[config.mk]
export PLATFORM = sky130hd
export DESIGN_NAME = compass_heading_from_xy_unit
export DESIGN_NICKNAME = d
export VERILOG_FILES = /design/src/hdl/chxy_pkg.sv /design/src/hdl/chxy_prep.sv /design/src/hdl/chxy_cstage.sv /design/src/hdl/chxy_finish.sv /design/src/hdl/compass_heading_from_xy_unit.sv
export SDC_FILE = /design/constraint.sdc
export NUM_CORES = 2
export LEC_CHECK = 0
export ABC_CLOCK_PERIOD_IN_PS = 17200
export BUFFER_PORTS_ARGS = -buffer_cell sky130_fd_sc_hd__buf_2
export CAP_MARGIN = 40
export CELL_PAD_IN_SITES_DETAIL_PLACEMENT = 0
export CELL_PAD_IN_SITES_GLOBAL_PLACEMENT = 1
export CORE_MARGIN = 2
export CORE_UTILIZATION = 55
export DETAILED_ROUTE_END_ITERATION = 8
export PLACE_DENSITY_LB_ADDON = 0.15
export SLEW_MARGIN = 30
export SYNTH_ARGS = -nofsm -noshare
export SYNTH_HDL_FRONTEND = slang
export SYNTH_SLANG_ARGS = --single-unit
[constraint.sdc]
create_clock -name clk -period 17.2 [get_ports clk]
set_input_delay 2.58 -clock clk [delete_from_list [all_inputs] [get_ports clk]]
set_output_delay 2.58 -clock clk [all_outputs]
set_load 0.01 [all_outputs]
[src/hdl/chxy_pkg.sv]
// shared types, constants and angle table for the compass heading unit
// no dependencies; imported by every module of the unit
package chxy_pkg;

	// field widths
	localparam int IN_W  = 16;
	localparam int DEG_W = 9;

	// default settings of the top-level parameters
	localparam int DEF_CORDIC_STAGES   = 16;
	localparam int DEF_ANGLE_FRAC_BITS = 16;

	// datapath: magnitudes up to 2^15 shifted by the guard bits, gain below 2.4
	localparam int GUARD_BITS = 20;
	localparam int DP_W       = IN_W + GUARD_BITS + 3;

	// angle table: atan(2^-i) in degrees at 24 fraction bits
	localparam int TABLE_LEN  = 24;
	localparam int TABLE_FRAC = 24;
	localparam int TAB_W      = 30;

	localparam logic [TAB_W-1:0] ATAN_TAB [TABLE_LEN] = '{
		30'd754974720, 30'd445687602, 30'd235489088, 30'd119537938,
		30'd60000934,  30'd30029717,  30'd15018523,  30'd7509720,
		30'd3754917,   30'd1877466,   30'd938734,    30'd469367,
		30'd234684,    30'd117342,    30'd58671,     30'd29335,
		30'd14668,     30'd7334,      30'd3667,      30'd1833,
		30'd917,       30'd458,       30'd229,       30'd115
	};

	// heading constants in whole degrees
	localparam int RIGHT_DEG = 90;
	localparam int HALF_DEG  = 45;
	localparam int PI_DEG    = 180;
	localparam logic [DEG_W-1:0] FULL_TURN = 9'd360;

	// reset values of the hard-iron offsets
	localparam logic [IN_W-1:0] X_OFFSET_RST = 16'hFF2B;
	localparam logic [IN_W-1:0] Y_OFFSET_RST = 16'h00FB;

	// configuration register indexes
	localparam logic REG_X_OFFSET = 1'b0;
	localparam logic REG_Y_OFFSET = 1'b1;

	// first-quadrant angles decided without the cordic
	typedef enum logic [1:0] {
		SPEC_NONE,
		SPEC_ZERO,
		SPEC_RIGHT,
		SPEC_HALF
	} spec_t;

	// quadrant and special-case info that rides alongside the datapath
	typedef struct packed {
		logic  x_neg;
		logic  y_neg;
		spec_t spec;
	} side_t;

	// table entry rounded half up to frac fraction bits
	function automatic logic [TAB_W-1:0] atan_step(input int idx, input int frac);
		logic [TAB_W:0] t;
		t = {ATAN_TAB[idx], 1'b0} >> (TABLE_FRAC - frac);
		t = t + 31'd1;
		return t[TAB_W:1];
	endfunction

endpackage

[src/hdl/chxy_prep.sv]
// input side: hard-iron offset add, magnitudes, quadrant and special cases
// two pipeline stages; depends on chxy_pkg
module chxy_prep import chxy_pkg::*; (
	input  logic                   clk,
	input  logic                   arst_n,
	input  logic                   up_valid,
	output logic                   up_stall,
	input  logic signed [IN_W-1:0] raw_x,
	input  logic signed [IN_W-1:0] raw_y,
	input  logic        [IN_W-1:0] x_offset,
	input  logic        [IN_W-1:0] y_offset,
	output logic                   dn_valid,
	input  logic                   dn_stall,
	output logic signed [DP_W-1:0] xs,
	output logic signed [DP_W-1:0] ys,
	output side_t                  side
);

	logic                   valid_s1;
	logic signed [IN_W-1:0] x_s1;
	logic signed [IN_W-1:0] y_s1;
	logic                   stall_s1;

	logic                   valid_s2;
	logic signed [DP_W-1:0] xs_s2;
	logic signed [DP_W-1:0] ys_s2;
	side_t                  side_s2;
	logic                   stall_s2;

	logic [IN_W-1:0] ax;
	logic [IN_W-1:0] ay;
	spec_t           spec;

	// a stage holds only when it is full and the next one holds
	assign stall_s2 = valid_s2 && dn_stall;
	assign stall_s1 = valid_s1 && stall_s2;
	assign up_stall = stall_s1;

	// stage 1: offset add, wraps to 16 bits
	always_ff @(posedge clk or negedge arst_n) begin
		if (!arst_n) begin
			valid_s1 <= 1'b0;
		end else if (!stall_s1) begin
			valid_s1 <= up_valid;
		end
	end

	always_ff @(posedge clk) begin
		if (!stall_s1 && up_valid) begin
			x_s1 <= raw_x + signed'(x_offset);
			y_s1 <= raw_y + signed'(y_offset);
		end
	end

	// magnitudes; the most negative value gives 2^15, which still fits unsigned
	assign ax = x_s1[IN_W-1] ? IN_W'(-x_s1) : IN_W'(x_s1);
	assign ay = y_s1[IN_W-1] ? IN_W'(-y_s1) : IN_W'(y_s1);

	// angles the cordic does not need to compute
	always_comb begin
		if (ay == '0) begin
			spec = SPEC_ZERO;
		end else if (ax == '0) begin
			spec = SPEC_RIGHT;
		end else if (ax == ay) begin
			spec = SPEC_HALF;
		end else begin
			spec = SPEC_NONE;
		end
	end

	// stage 2: scaled magnitudes and side info
	always_ff @(posedge clk or negedge arst_n) begin
		if (!arst_n) begin
			valid_s2 <= 1'b0;
		end else if (!stall_s2) begin
			valid_s2 <= valid_s1;
		end
	end

	always_ff @(posedge clk) begin
		if (!stall_s2 && valid_s1) begin
			xs_s2         <= signed'(DP_W'(ax) << GUARD_BITS);
			ys_s2         <= signed'(DP_W'(ay) << GUARD_BITS);
			side_s2.x_neg <= x_s1[IN_W-1];
			side_s2.y_neg <= y_s1[IN_W-1];
			side_s2.spec  <= spec;
		end
	end

	assign dn_valid = valid_s2;
	assign xs       = xs_s2;
	assign ys       = ys_s2;
	assign side     = side_s2;

	// a normal case always enters the cordic with both magnitudes nonzero
	a_norm_nonzero: assert property (@(posedge clk) disable iff (!arst_n)
		valid_s2 && side_s2.spec == SPEC_NONE |-> xs_s2 > 0 && ys_s2 > 0)
		else $error("cordic entry with zero magnitude");

endmodule

[src/hdl/chxy_cstage.sv]
// one vectoring cordic iteration with its pipeline register
// depends on chxy_pkg for widths and the angle table
module chxy_cstage import chxy_pkg::*; #(
	parameter int SHIFT           = 0,
	parameter int ANGLE_FRAC_BITS = DEF_ANGLE_FRAC_BITS
) (
	input  logic                                  clk,
	input  logic                                  arst_n,
	input  logic                                  up_valid,
	output logic                                  up_stall,
	input  logic signed [DP_W-1:0]                xs_in,
	input  logic signed [DP_W-1:0]                ys_in,
	input  logic signed [ANGLE_FRAC_BITS+9:0]     z_in,
	input  side_t                                 side_in,
	output logic                                  dn_valid,
	input  logic                                  dn_stall,
	output logic signed [DP_W-1:0]                xs_out,
	output logic signed [DP_W-1:0]                ys_out,
	output logic signed [ANGLE_FRAC_BITS+9:0]     z_out,
	output side_t                                 side_out
);

	localparam int Z_W = ANGLE_FRAC_BITS + 10;
	localparam logic [TAB_W-1:0] STEP_RAW = atan_step(SHIFT, ANGLE_FRAC_BITS);
	localparam logic signed [Z_W-1:0] STEP = Z_W'(signed'({1'b0, STEP_RAW}));

	logic                   valid_s1;
	logic signed [DP_W-1:0] xs_s1;
	logic signed [DP_W-1:0] ys_s1;
	logic signed [Z_W-1:0]  z_s1;
	side_t                  side_s1;

	logic signed [DP_W-1:0] dx;
	logic signed [DP_W-1:0] dy;

	assign up_stall = valid_s1 && dn_stall;

	// floor shifts of the cross terms
	assign dx = ys_in >>> SHIFT;
	assign dy = xs_in >>> SHIFT;

	always_ff @(posedge clk or negedge arst_n) begin
		if (!arst_n) begin
			valid_s1 <= 1'b0;
		end else if (!up_stall) begin
			valid_s1 <= up_valid;
		end
	end

	// rotate toward the x axis and track the angle
	always_ff @(posedge clk) begin
		if (!up_stall && up_valid) begin
			if (!ys_in[DP_W-1]) begin
				xs_s1 <= xs_in + dx;
				ys_s1 <= ys_in - dy;
				z_s1  <= z_in + STEP;
			end else begin
				xs_s1 <= xs_in - dx;
				ys_s1 <= ys_in + dy;
				z_s1  <= z_in - STEP;
			end
			side_s1 <= side_in;
		end
	end

	assign dn_valid = valid_s1;
	assign xs_out   = xs_s1;
	assign ys_out   = ys_s1;
	assign z_out    = z_s1;
	assign side_out = side_s1;

endmodule

[src/hdl/chxy_finish.sv]
// output side: clamp, special-case angles, quadrant fix and whole degrees
// two pipeline stages; depends on chxy_pkg
module chxy_finish import chxy_pkg::*; #(
	parameter int ANGLE_FRAC_BITS = DEF_ANGLE_FRAC_BITS
) (
	input  logic                              clk,
	input  logic                              arst_n,
	input  logic                              up_valid,
	output logic                              up_stall,
	input  logic signed [ANGLE_FRAC_BITS+9:0] z_in,
	input  side_t                             side_in,
	output logic                              dn_valid,
	input  logic                              dn_stall,
	output logic        [DEG_W-1:0]           heading
);

	localparam int Z_W  = ANGLE_FRAC_BITS + 10;
	localparam int TH_W = ANGLE_FRAC_BITS + 7;
	localparam int H_W  = ANGLE_FRAC_BITS + DEG_W;
	localparam logic signed [Z_W-1:0] RIGHT_Z = Z_W'(RIGHT_DEG) <<< ANGLE_FRAC_BITS;
	localparam logic [TH_W-1:0] RIGHT_TH = TH_W'(RIGHT_DEG) << ANGLE_FRAC_BITS;
	localparam logic [TH_W-1:0] HALF_TH  = TH_W'(HALF_DEG) << ANGLE_FRAC_BITS;
	localparam logic [H_W-1:0]  PI_H     = H_W'(PI_DEG) << ANGLE_FRAC_BITS;

	logic                   valid_s1;
	logic [TH_W-1:0]        theta_s1;
	side_t                  side_s1;
	logic                   stall_s1;

	logic                   valid_s2;
	logic [DEG_W-1:0]       heading_s2;
	logic                   stall_s2;

	logic [TH_W-1:0]        theta;
	logic [H_W-1:0]         theta_h;
	logic [H_W-1:0]         h;
	logic [DEG_W-1:0]       deg;

	assign stall_s2 = valid_s2 && dn_stall;
	assign stall_s1 = valid_s1 && stall_s2;
	assign up_stall = stall_s1;

	// first-quadrant angle: special cases, else the cordic angle clamped to 0..90
	always_comb begin
		case (side_in.spec)
			SPEC_ZERO:  theta = '0;
			SPEC_RIGHT: theta = RIGHT_TH;
			SPEC_HALF:  theta = HALF_TH;
			SPEC_NONE: begin
				if (z_in[Z_W-1]) begin
					theta = '0;
				end else if (z_in > RIGHT_Z) begin
					theta = RIGHT_TH;
				end else begin
					theta = TH_W'(z_in);
				end
			end
			default:    theta = '0;
		endcase
	end

	always_ff @(posedge clk or negedge arst_n) begin
		if (!arst_n) begin
			valid_s1 <= 1'b0;
		end else if (!stall_s1) begin
			valid_s1 <= up_valid;
		end
	end

	always_ff @(posedge clk) begin
		if (!stall_s1 && up_valid) begin
			theta_s1 <= theta;
			side_s1  <= side_in;
		end
	end

	// place the angle in its quadrant
	assign theta_h = H_W'(theta_s1);

	always_comb begin
		if (!side_s1.x_neg && !side_s1.y_neg) begin
			h = theta_h;
		end else if (side_s1.x_neg && !side_s1.y_neg) begin
			h = PI_H - theta_h;
		end else if (side_s1.x_neg) begin
			h = PI_H + theta_h;
		end else begin
			h = (PI_H << 1) - theta_h;
		end
	end

	// truncate to whole degrees, a full turn wraps to zero
	assign deg = h[H_W-1:ANGLE_FRAC_BITS];

	always_ff @(posedge clk or negedge arst_n) begin
		if (!arst_n) begin
			valid_s2 <= 1'b0;
		end else if (!stall_s2) begin
			valid_s2 <= valid_s1;
		end
	end

	always_ff @(posedge clk) begin
		if (!stall_s2 && valid_s1) begin
			heading_s2 <= (deg >= FULL_TURN) ? '0 : deg;
		end
	end

	assign dn_valid = valid_s2;
	assign heading  = heading_s2;

	// equal magnitudes land on a diagonal
	a_diag: assert property (@(posedge clk) disable iff (!arst_n)
		valid_s1 && !stall_s2 && side_s1.spec == SPEC_HALF |=>
		heading_s2 == 9'd45 || heading_s2 == 9'd135 ||
		heading_s2 == 9'd225 || heading_s2 == 9'd315)
		else $error("diagonal case off the diagonal");

endmodule

[src/hdl/compass_heading_from_xy_unit.sv]
// compass heading in whole degrees from one magnetometer x/y sample pair
// each request passes through the prep, cordic and finish stage registers in order
// throughput: one request per cycle while out_stall is low, set by one cordic iteration per stage
// each stage holds only while full and blocked, so bubbles close under stall
// reset clears all valid bits and loads the offsets with -213 and +251
// depends on chxy_pkg, chxy_prep, chxy_cstage, chxy_finish
module compass_heading_from_xy_unit import chxy_pkg::*; #(
	parameter int CORDIC_STAGES   = DEF_CORDIC_STAGES,
	parameter int ANGLE_FRAC_BITS = DEF_ANGLE_FRAC_BITS
) (
	input  logic                   clk,
	input  logic                   arst_n,
	input  logic                   in_valid,
	output logic                   in_stall,
	input  logic signed [IN_W-1:0] raw_x,
	input  logic signed [IN_W-1:0] raw_y,
	output logic                   out_valid,
	input  logic                   out_stall,
	output logic        [DEG_W-1:0] heading_deg,
	input  logic                   cfg_wr_en,
	input  logic                   cfg_index,
	input  logic        [IN_W-1:0] cfg_data
);

	localparam int Z_W = ANGLE_FRAC_BITS + 10;

	logic [IN_W-1:0] x_offset_q;
	logic [IN_W-1:0] y_offset_q;

	logic                   cv   [0:CORDIC_STAGES];
	logic                   cst  [0:CORDIC_STAGES];
	logic signed [DP_W-1:0] cx   [0:CORDIC_STAGES];
	logic signed [DP_W-1:0] cy   [0:CORDIC_STAGES];
	logic signed [Z_W-1:0]  cz   [0:CORDIC_STAGES];
	side_t                  cside[0:CORDIC_STAGES];

	// offset registers
	always_ff @(posedge clk or negedge arst_n) begin
		if (!arst_n) begin
			x_offset_q <= X_OFFSET_RST;
			y_offset_q <= Y_OFFSET_RST;
		end else if (cfg_wr_en) begin
			case (cfg_index)
				REG_X_OFFSET: x_offset_q <= cfg_data;
				REG_Y_OFFSET: y_offset_q <= cfg_data;
				default: ;
			endcase
		end
	end

	// offset add and magnitudes
	chxy_prep u_prep (
		.clk      (clk),
		.arst_n   (arst_n),
		.up_valid (in_valid),
		.up_stall (in_stall),
		.raw_x    (raw_x),
		.raw_y    (raw_y),
		.x_offset (x_offset_q),
		.y_offset (y_offset_q),
		.dn_valid (cv[0]),
		.dn_stall (cst[0]),
		.xs       (cx[0]),
		.ys       (cy[0]),
		.side     (cside[0])
	);

	assign cz[0] = '0;

	// cordic iterations, one per stage
	for (genvar k = 0; k < CORDIC_STAGES; k++) begin : g_cordic
		chxy_cstage #(
			.SHIFT           (k),
			.ANGLE_FRAC_BITS (ANGLE_FRAC_BITS)
		) u_stage (
			.clk      (clk),
			.arst_n   (arst_n),
			.up_valid (cv[k]),
			.up_stall (cst[k]),
			.xs_in    (cx[k]),
			.ys_in    (cy[k]),
			.z_in     (cz[k]),
			.side_in  (cside[k]),
			.dn_valid (cv[k+1]),
			.dn_stall (cst[k+1]),
			.xs_out   (cx[k+1]),
			.ys_out   (cy[k+1]),
			.z_out    (cz[k+1]),
			.side_out (cside[k+1])
		);
	end

	// quadrant fix and whole degrees
	chxy_finish #(
		.ANGLE_FRAC_BITS (ANGLE_FRAC_BITS)
	) u_finish (
		.clk      (clk),
		.arst_n   (arst_n),
		.up_valid (cv[CORDIC_STAGES]),
		.up_stall (cst[CORDIC_STAGES]),
		.z_in     (cz[CORDIC_STAGES]),
		.side_in  (cside[CORDIC_STAGES]),
		.dn_valid (out_valid),
		.dn_stall (out_stall),
		.heading  (heading_deg)
	);

	// heading stays within one turn
	a_range: assert property (@(posedge clk) disable iff (!arst_n)
		out_valid |-> heading_deg < FULL_TURN)
		else $error("heading out of range");

	// requests are held off only when every stage up to the output is full
	a_backpressure: assert property (@(posedge clk) disable iff (!arst_n)
		in_stall |-> out_valid && out_stall)
		else $error("input stalled with room in the pipeline");

	// a blocked result holds while its stall persists
	a_hold_first: assert property (@(posedge clk) disable iff (!arst_n)
		cv[0] && cst[0] |=> cv[0])
		else $error("first cordic entry lost under stall");

endmodule
=== Word level (Yosys, flattened, before mapping) ===
Index checks and enable logic that the tools add are counted.

* Register bits after elaboration: 1735
* Input bits: 54
* Output and inout port bits: 11
* Word-level logic and storage cells: 344

* Add/subtract/negate cells: 91
* $lt $le $gt $ge: 2
* Eq/ne operators: 4
* Mux-type cells: 52
* Bitwise logic cells: 1
* Reduce and logical (&&, ||, !) cells: 69

{| class="wikitable"
|+ Operator list
! cell !! number
|-
| 39-bit two-way mux || 27
|-
| 26-bit two-way mux || 14
|-
| 23-bit one-hot mux with 4 select lines || 1
|-
| 39-bit by 26-bit adder with 39-bit output || 2
|-
| 39-bit by 27-bit adder with 39-bit output || 2
|-
| 39-bit by 28-bit adder with 39-bit output || 2
|-
| 39-bit by 29-bit adder with 39-bit output || 2
|-
| 39-bit by 30-bit adder with 39-bit output || 2
|-
| 39-bit by 31-bit adder with 39-bit output || 2
|-
| 39-bit by 32-bit adder with 39-bit output || 2
|-
| 39-bit by 33-bit adder with 39-bit output || 2
|-
| 39-bit by 34-bit adder with 39-bit output || 2
|-
| 39-bit by 35-bit adder with 39-bit output || 2
|-
| 39-bit by 36-bit adder with 39-bit output || 2
|-
| 39-bit by 37-bit adder with 39-bit output || 2
|-
| 39-bit by 26-bit subtractor with 39-bit output || 2
|-
| 39-bit by 27-bit subtractor with 39-bit output || 2
|-
| 39-bit by 28-bit subtractor with 39-bit output || 2
|-
| 39-bit by 29-bit subtractor with 39-bit output || 2
|-
| 39-bit by 30-bit subtractor with 39-bit output || 2
|-
| 39-bit by 31-bit subtractor with 39-bit output || 2
|-
| 39-bit by 32-bit subtractor with 39-bit output || 2
|-
| 39-bit by 33-bit subtractor with 39-bit output || 2
|-
| 39-bit by 34-bit subtractor with 39-bit output || 2
|-
| other kinds (59) || 135
|}

=== Logic depth before layout (Yosys ltp) ===
* Depth after elaboration: 22
* Mapped depth: 22
* Mapped depth without buffers: 22

=== Cells and area by module ===
A second synthesis with hierarchy kept.

* Cells, all modules: 18003
* Area, all modules: 167257.9 µm²

{| class="wikitable"
|+ Modules (own cells, without submodules)
! module !! instances !! cells an instance !! area an instance (µm²) !! sequential area each (µm²)
|-
| chxy_cstage at g_cordic[0].u_stage || 1 || 1251 || 10786.6 || 3238.1
|-
| chxy_cstage at g_cordic[1].u_stage || 1 || 1149 || 10353.7 || 3268.1
|-
| chxy_cstage at g_cordic[2].u_stage || 1 || 1113 || 10212.3 || 3268.1
|-
| chxy_cstage at g_cordic[4].u_stage || 1 || 1085 || 10025.9 || 3268.1
|-
| chxy_cstage at g_cordic[8].u_stage || 1 || 1114 || 10018.4 || 3268.1
|-
| chxy_cstage at g_cordic[3].u_stage || 1 || 1065 || 9910.8 || 3268.1
|-
| chxy_cstage at g_cordic[6].u_stage || 1 || 1081 || 9910.8 || 3268.1
|-
| chxy_cstage at g_cordic[10].u_stage || 1 || 1064 || 9895.7 || 3268.1
|-
| chxy_cstage at g_cordic[12].u_stage || 1 || 1081 || 9879.5 || 3268.1
|-
| chxy_cstage at g_cordic[11].u_stage || 1 || 1076 || 9869.5 || 3268.1
|-
| chxy_cstage at g_cordic[7].u_stage || 1 || 1053 || 9821.9 || 3268.1
|-
| chxy_cstage at g_cordic[5].u_stage || 1 || 1053 || 9820.7 || 3268.1
|-
| chxy_cstage at g_cordic[13].u_stage || 1 || 1033 || 9685.5 || 3268.1
|-
| chxy_cstage at g_cordic[9].u_stage || 1 || 1019 || 9676.8 || 3268.1
|-
| 5 more rows || -- || -- || -- || --
|}

=== Worst setup path after synthesis ===
OpenSTA, ideal clock, no wires.

* Path kind: input port to flip-flop
* Start point: input out_stall
* End point: register g_cordic[9].u_stage.side_s1 (netlist bit g_cordic[9].u_stage.side_out[0]), enable pin
* Library setup time: 0.736 ns
* Arrival time: 11.012 ns
* Data required time: 16.464 ns
* Slack: 5.451 ns
* Cell stages on the path: 6
* Path buffers: 0
* Cells stage by stage: nand3_1 -> nor2_1 -> and3_1 -> and2_1 -> and3_1 -> a21boi_0

* Cells in the longest elaborated chain, start to end: 11

{| class="wikitable"
|+ Ends and longest elaborated chain
! item !! line !! RTL
|-
| start, declared || compass_heading_from_xy_unit.sv:18 || <nowiki>input logic out_stall,</nowiki>
|-
| 1-bit logical AND || chxy_finish.sv:39 || <nowiki>assign stall_s2 = valid_s2 && dn_stall;</nowiki>
|-
| 1-bit logical AND || chxy_finish.sv:40 || <nowiki>assign stall_s1 = valid_s1 && stall_s2;</nowiki>
|-
| 1-bit logical AND (7 in series) || chxy_cstage.sv:36 || <nowiki>assign up_stall = valid_s1 && dn_stall;</nowiki>
|-
| 1-bit logical NOT || -- ||
|-
| 1-bit logical AND || chxy_cstage.sv:52 || <nowiki>if (!up_stall && up_valid) begin</nowiki>
|-
| end signal, assigned || chxy_cstage.sv:62 || <nowiki>side_s1 <= side_in;</nowiki>
|-
| end, declared || chxy_cstage.sv:31 || <nowiki>side_t side_s1;</nowiki>
|}

No other way between the ends.
A chain may end at the register's enable or synchronous reset.

=== Worst setup path in the final report ===
* Start point: input out_stall
* End point: output in_stall

* Cells in the longest elaborated chain, start to end: 20

{| class="wikitable"
|+ Ends and longest elaborated chain
! item !! line !! RTL
|-
| 1-bit logical AND || chxy_finish.sv:39 ||
|-
| 1-bit logical AND || chxy_finish.sv:40 ||
|-
| 1-bit logical AND (16 in series) || chxy_cstage.sv:36 ||
|-
| 1-bit logical AND || chxy_prep.sv:35 || <nowiki>assign stall_s2 = valid_s2 && dn_stall;</nowiki>
|-
| 1-bit logical AND || chxy_prep.sv:36 || <nowiki>assign stall_s1 = valid_s1 && stall_s2;</nowiki>
|-
| end, declared || compass_heading_from_xy_unit.sv:14 || <nowiki>output logic in_stall,</nowiki>
|}

No other way between the ends.

==> out/metrics.yaml <==
status:
  status: "finished, final reports clean"
grt:
  grt_pass1_wl_mm: 473
  grt_overflow_total: 0
  antenna_found_initial: 4
  grt_pass1_vias: 85100
  grt_max_degree: 87
  grt_use_total_pct: 27.4
timing:
  rsz0062_at_grt: "false"
  setup-violations-final: 0
  fmax_mhz: 124
  drv_slew: 0
  finalCriticalPeriod_ns: 8.06
  fin_crit_sh_pct: 46.8
  skew_ns: 0.0416
  slew_headroom_pct: 43.1
  timing.hold.ws_ns: 0.403
  worst_slack_ns: 9.14
  finalSetupTns_ns: 0
  worst_slew_pin_slew_ns: 0.832
  finalHoldViolCount: 0
clock_network:
  tritoncts: "built"
  cts_sinks: 1461
  cts.reportedPaths.clkPinSlew_ns: 0.06
  ctsResizeCount: 0
  htreeDepth: 4
  clk_latency_ns: 0.84
  postCtsHoldBufs: 0
  cts-buffers-inserted: 167
  ctsRootBufferMaster: "clkbuf_16"
  cts_setup_buffers: 0
  clockBufferDepth: 3
die:
  die_w_um: 462
  core_area_um2: 209000
  io_pins: 65
  dieArea_um2: 214000
  die_h_um: 462
  initial_core_util_pct: 55.2
  num_rows: 168
flow_run:
  cap_violations: 0
critical_path:
  cp-start-kind: "primary input"
  critical_path_arrival_ns: 5.48
  r2r_slack_ns: 11.29
  crit_required_ns: 14.62
  critPathKind: "primary input to output port"
  cp-end-kind: "output port"
  path_max_fanout: 4
synthesis:
  async_flop_share_pct: 3.56
  syn_area_um2: 116000
  synth_top_cells_by_area: "edfxtp_1 (37%), ha_1 (14%), xnor2_1 (8.7%)"
  synth_top_cell_by_area: "edfxtp_1"
  syn_inst: 11900
  synth_cell_types: 92
  synth_ff_type: "edfxtp_1"
  yosysTopAreaCellShare_pct: 36.6
  synth_edf_count: 1409
  seq_area_frac_synth_pct: 37.8
  synth.avg_cell_area_um2: 9.73
  ys_ff_latch: 1461
  yosys_warnings: 0
  syn_nets: 13200
place:
  dpl_worst_slack_ns: 9.12
  place.gp.congestion: 0.925
  hpwl_mm: 239
  io_buffer_count: 64
cells_and_area:
  drive_above_1_share_pct: 4.84
  nets: 13400
  num-fill-cells: 17700
  final_common_cell: "edfxtp_1"
  mostFrequentLayoutCells: "edfxtp_1 (1,409), ha_1 (1,267), a21oi_1 (1,233), nor2_1 (1,178), xnor2_1 (1,151)"
  syn2layout_area_growth_pct: 8.58
drt:
  vias: 88900
  drt_wl_total_mm: 301
  drc: 0
  vias_per_cell: 5.94
  post_drt_wl_per_cell_um: 20.1
  antenna_left: 0
  firstDrtPassIters: 6
  drt_iter0_markers: 6516
hold_path:
  hold_path_class: "flop to flop"
-- layout make-up --
class,instances,area (µm²),area share (%)
antenna,1,2.50,0.00199
clock buffer,195,4300,3.43
clock inverter,114,1370,1.09
inverter,510,1910,1.53
multi-input combinational,9747,69500,55.4
sequential,1461,43600,34.8
tap,2805,3510,2.80
timing repair buffer,146,1180,0.940
-- Yosys cell counts (161+ instances only) --
cell type	count
o21a_1	161
nand2_1	583
xnor2_1	1151
edfxtp_1	1409
nor3_1	337
ha_1	1267
nor2b_1	206
nor2_1	1179
nand2b_1	190
o21ai_0	517
nand3_1	188
xor2_1	625
a21o_1	493
a21oi_1	1234
inv_1	507
-- worst max-delay path: stages --
cell	delay (ns)
buf_2	0.11
nand3_1	0.12
nor2_1	0.18
and3_1	0.44
nand2_1	0.19
nor4_1	0.65
and4_1	0.46
nand4_1	0.44
inv_1	0.15
buf_2	0.14
-- kinds of logic (layout without fill, tap and decap cells) --
| family | count (synthesis) | in the layout | synth area share (%) |
|---|---|---|---|
| AOI/OAI and AO/OA | 3234 | 3234 | 17.5 |
| xor gates and xnor gates | 1776 | 1776 | 13.5 |
| adders and majority gates | 1299 | 1299 | 14.3 |
| buffers and inverters | 664 | 965 | 2.17 |
| DFF | 1461 | 1461 | 37.8 |
| muxes | 78 | 78 | 0.742 |
| other | 0 | 1 | 0 |
| and+or+nand+nor | 3360 | 3360 | 14.1 |
-- layer usage --
| metal | track usage, % | up-vias | part of all wire [%] |
|---|---|---|---|
| li1 | - | 44000 | - |
| met1 | 37.1 | 42500 | 45 |
| met2 | 46.8 | 2070 | 48 |
| met3 | 3.09 | 390 | 4.7 |
| met4 | 7.00 | 0 | 2.5 |
| met5 | 0 | - | 0 |
-- final timing paths --
check,depth (start not counted),endpoint,startpoint
min reg2reg,0,g_cordic[6].u_stage.side_out[1],g_cordic[5].u_stage.side_out[1]
max reg2reg,20,g_cordic[10].u_stage.xs_out[32],g_cordic[9].u_stage.ys_out[10]
max,10,in_stall,out_stall
max in group asynchronous,3,g_cordic[1].u_stage.dn_valid,arst_n
min,0,g_cordic[6].u_stage.side_out[1],g_cordic[5].u_stage.side_out[1]
min in group asynchronous,2,y_offset_q[12],arst_n
-- state kept, by name, indices dropped and copies added, names as in the netlist, 16 cells and up --
register	count
x_offset_q	16
u_prep.x_s1	16
u_prep.y_s1	16
g_cordic.u_stage.xs_out	439
g_cordic.u_stage.ys_out	459
y_offset_q	16
u_prep.ys	16
u_finish.theta_s1	22
g_cordic.u_stage.side_out	64
u_prep.xs	16
g_cordic.u_stage.dn_valid	16
g_cordic.u_stage.z_out	346
-- metrics by stage --
step           util (%)  cell area, µm²  std cells
5_1_grt            60.0          125000      15000
4_1_cts            59.9          125000      15000
2_1_floorplan         -          116000      11900
6_report           60.0          125000      15000
3_5_place_dp       57.1          120000      14700
3_3_place_gp       57.0          119000      14600
Power is not shown: default switching activity piles up to over one toggle a cycle in this logic, so the estimate is an artifact.
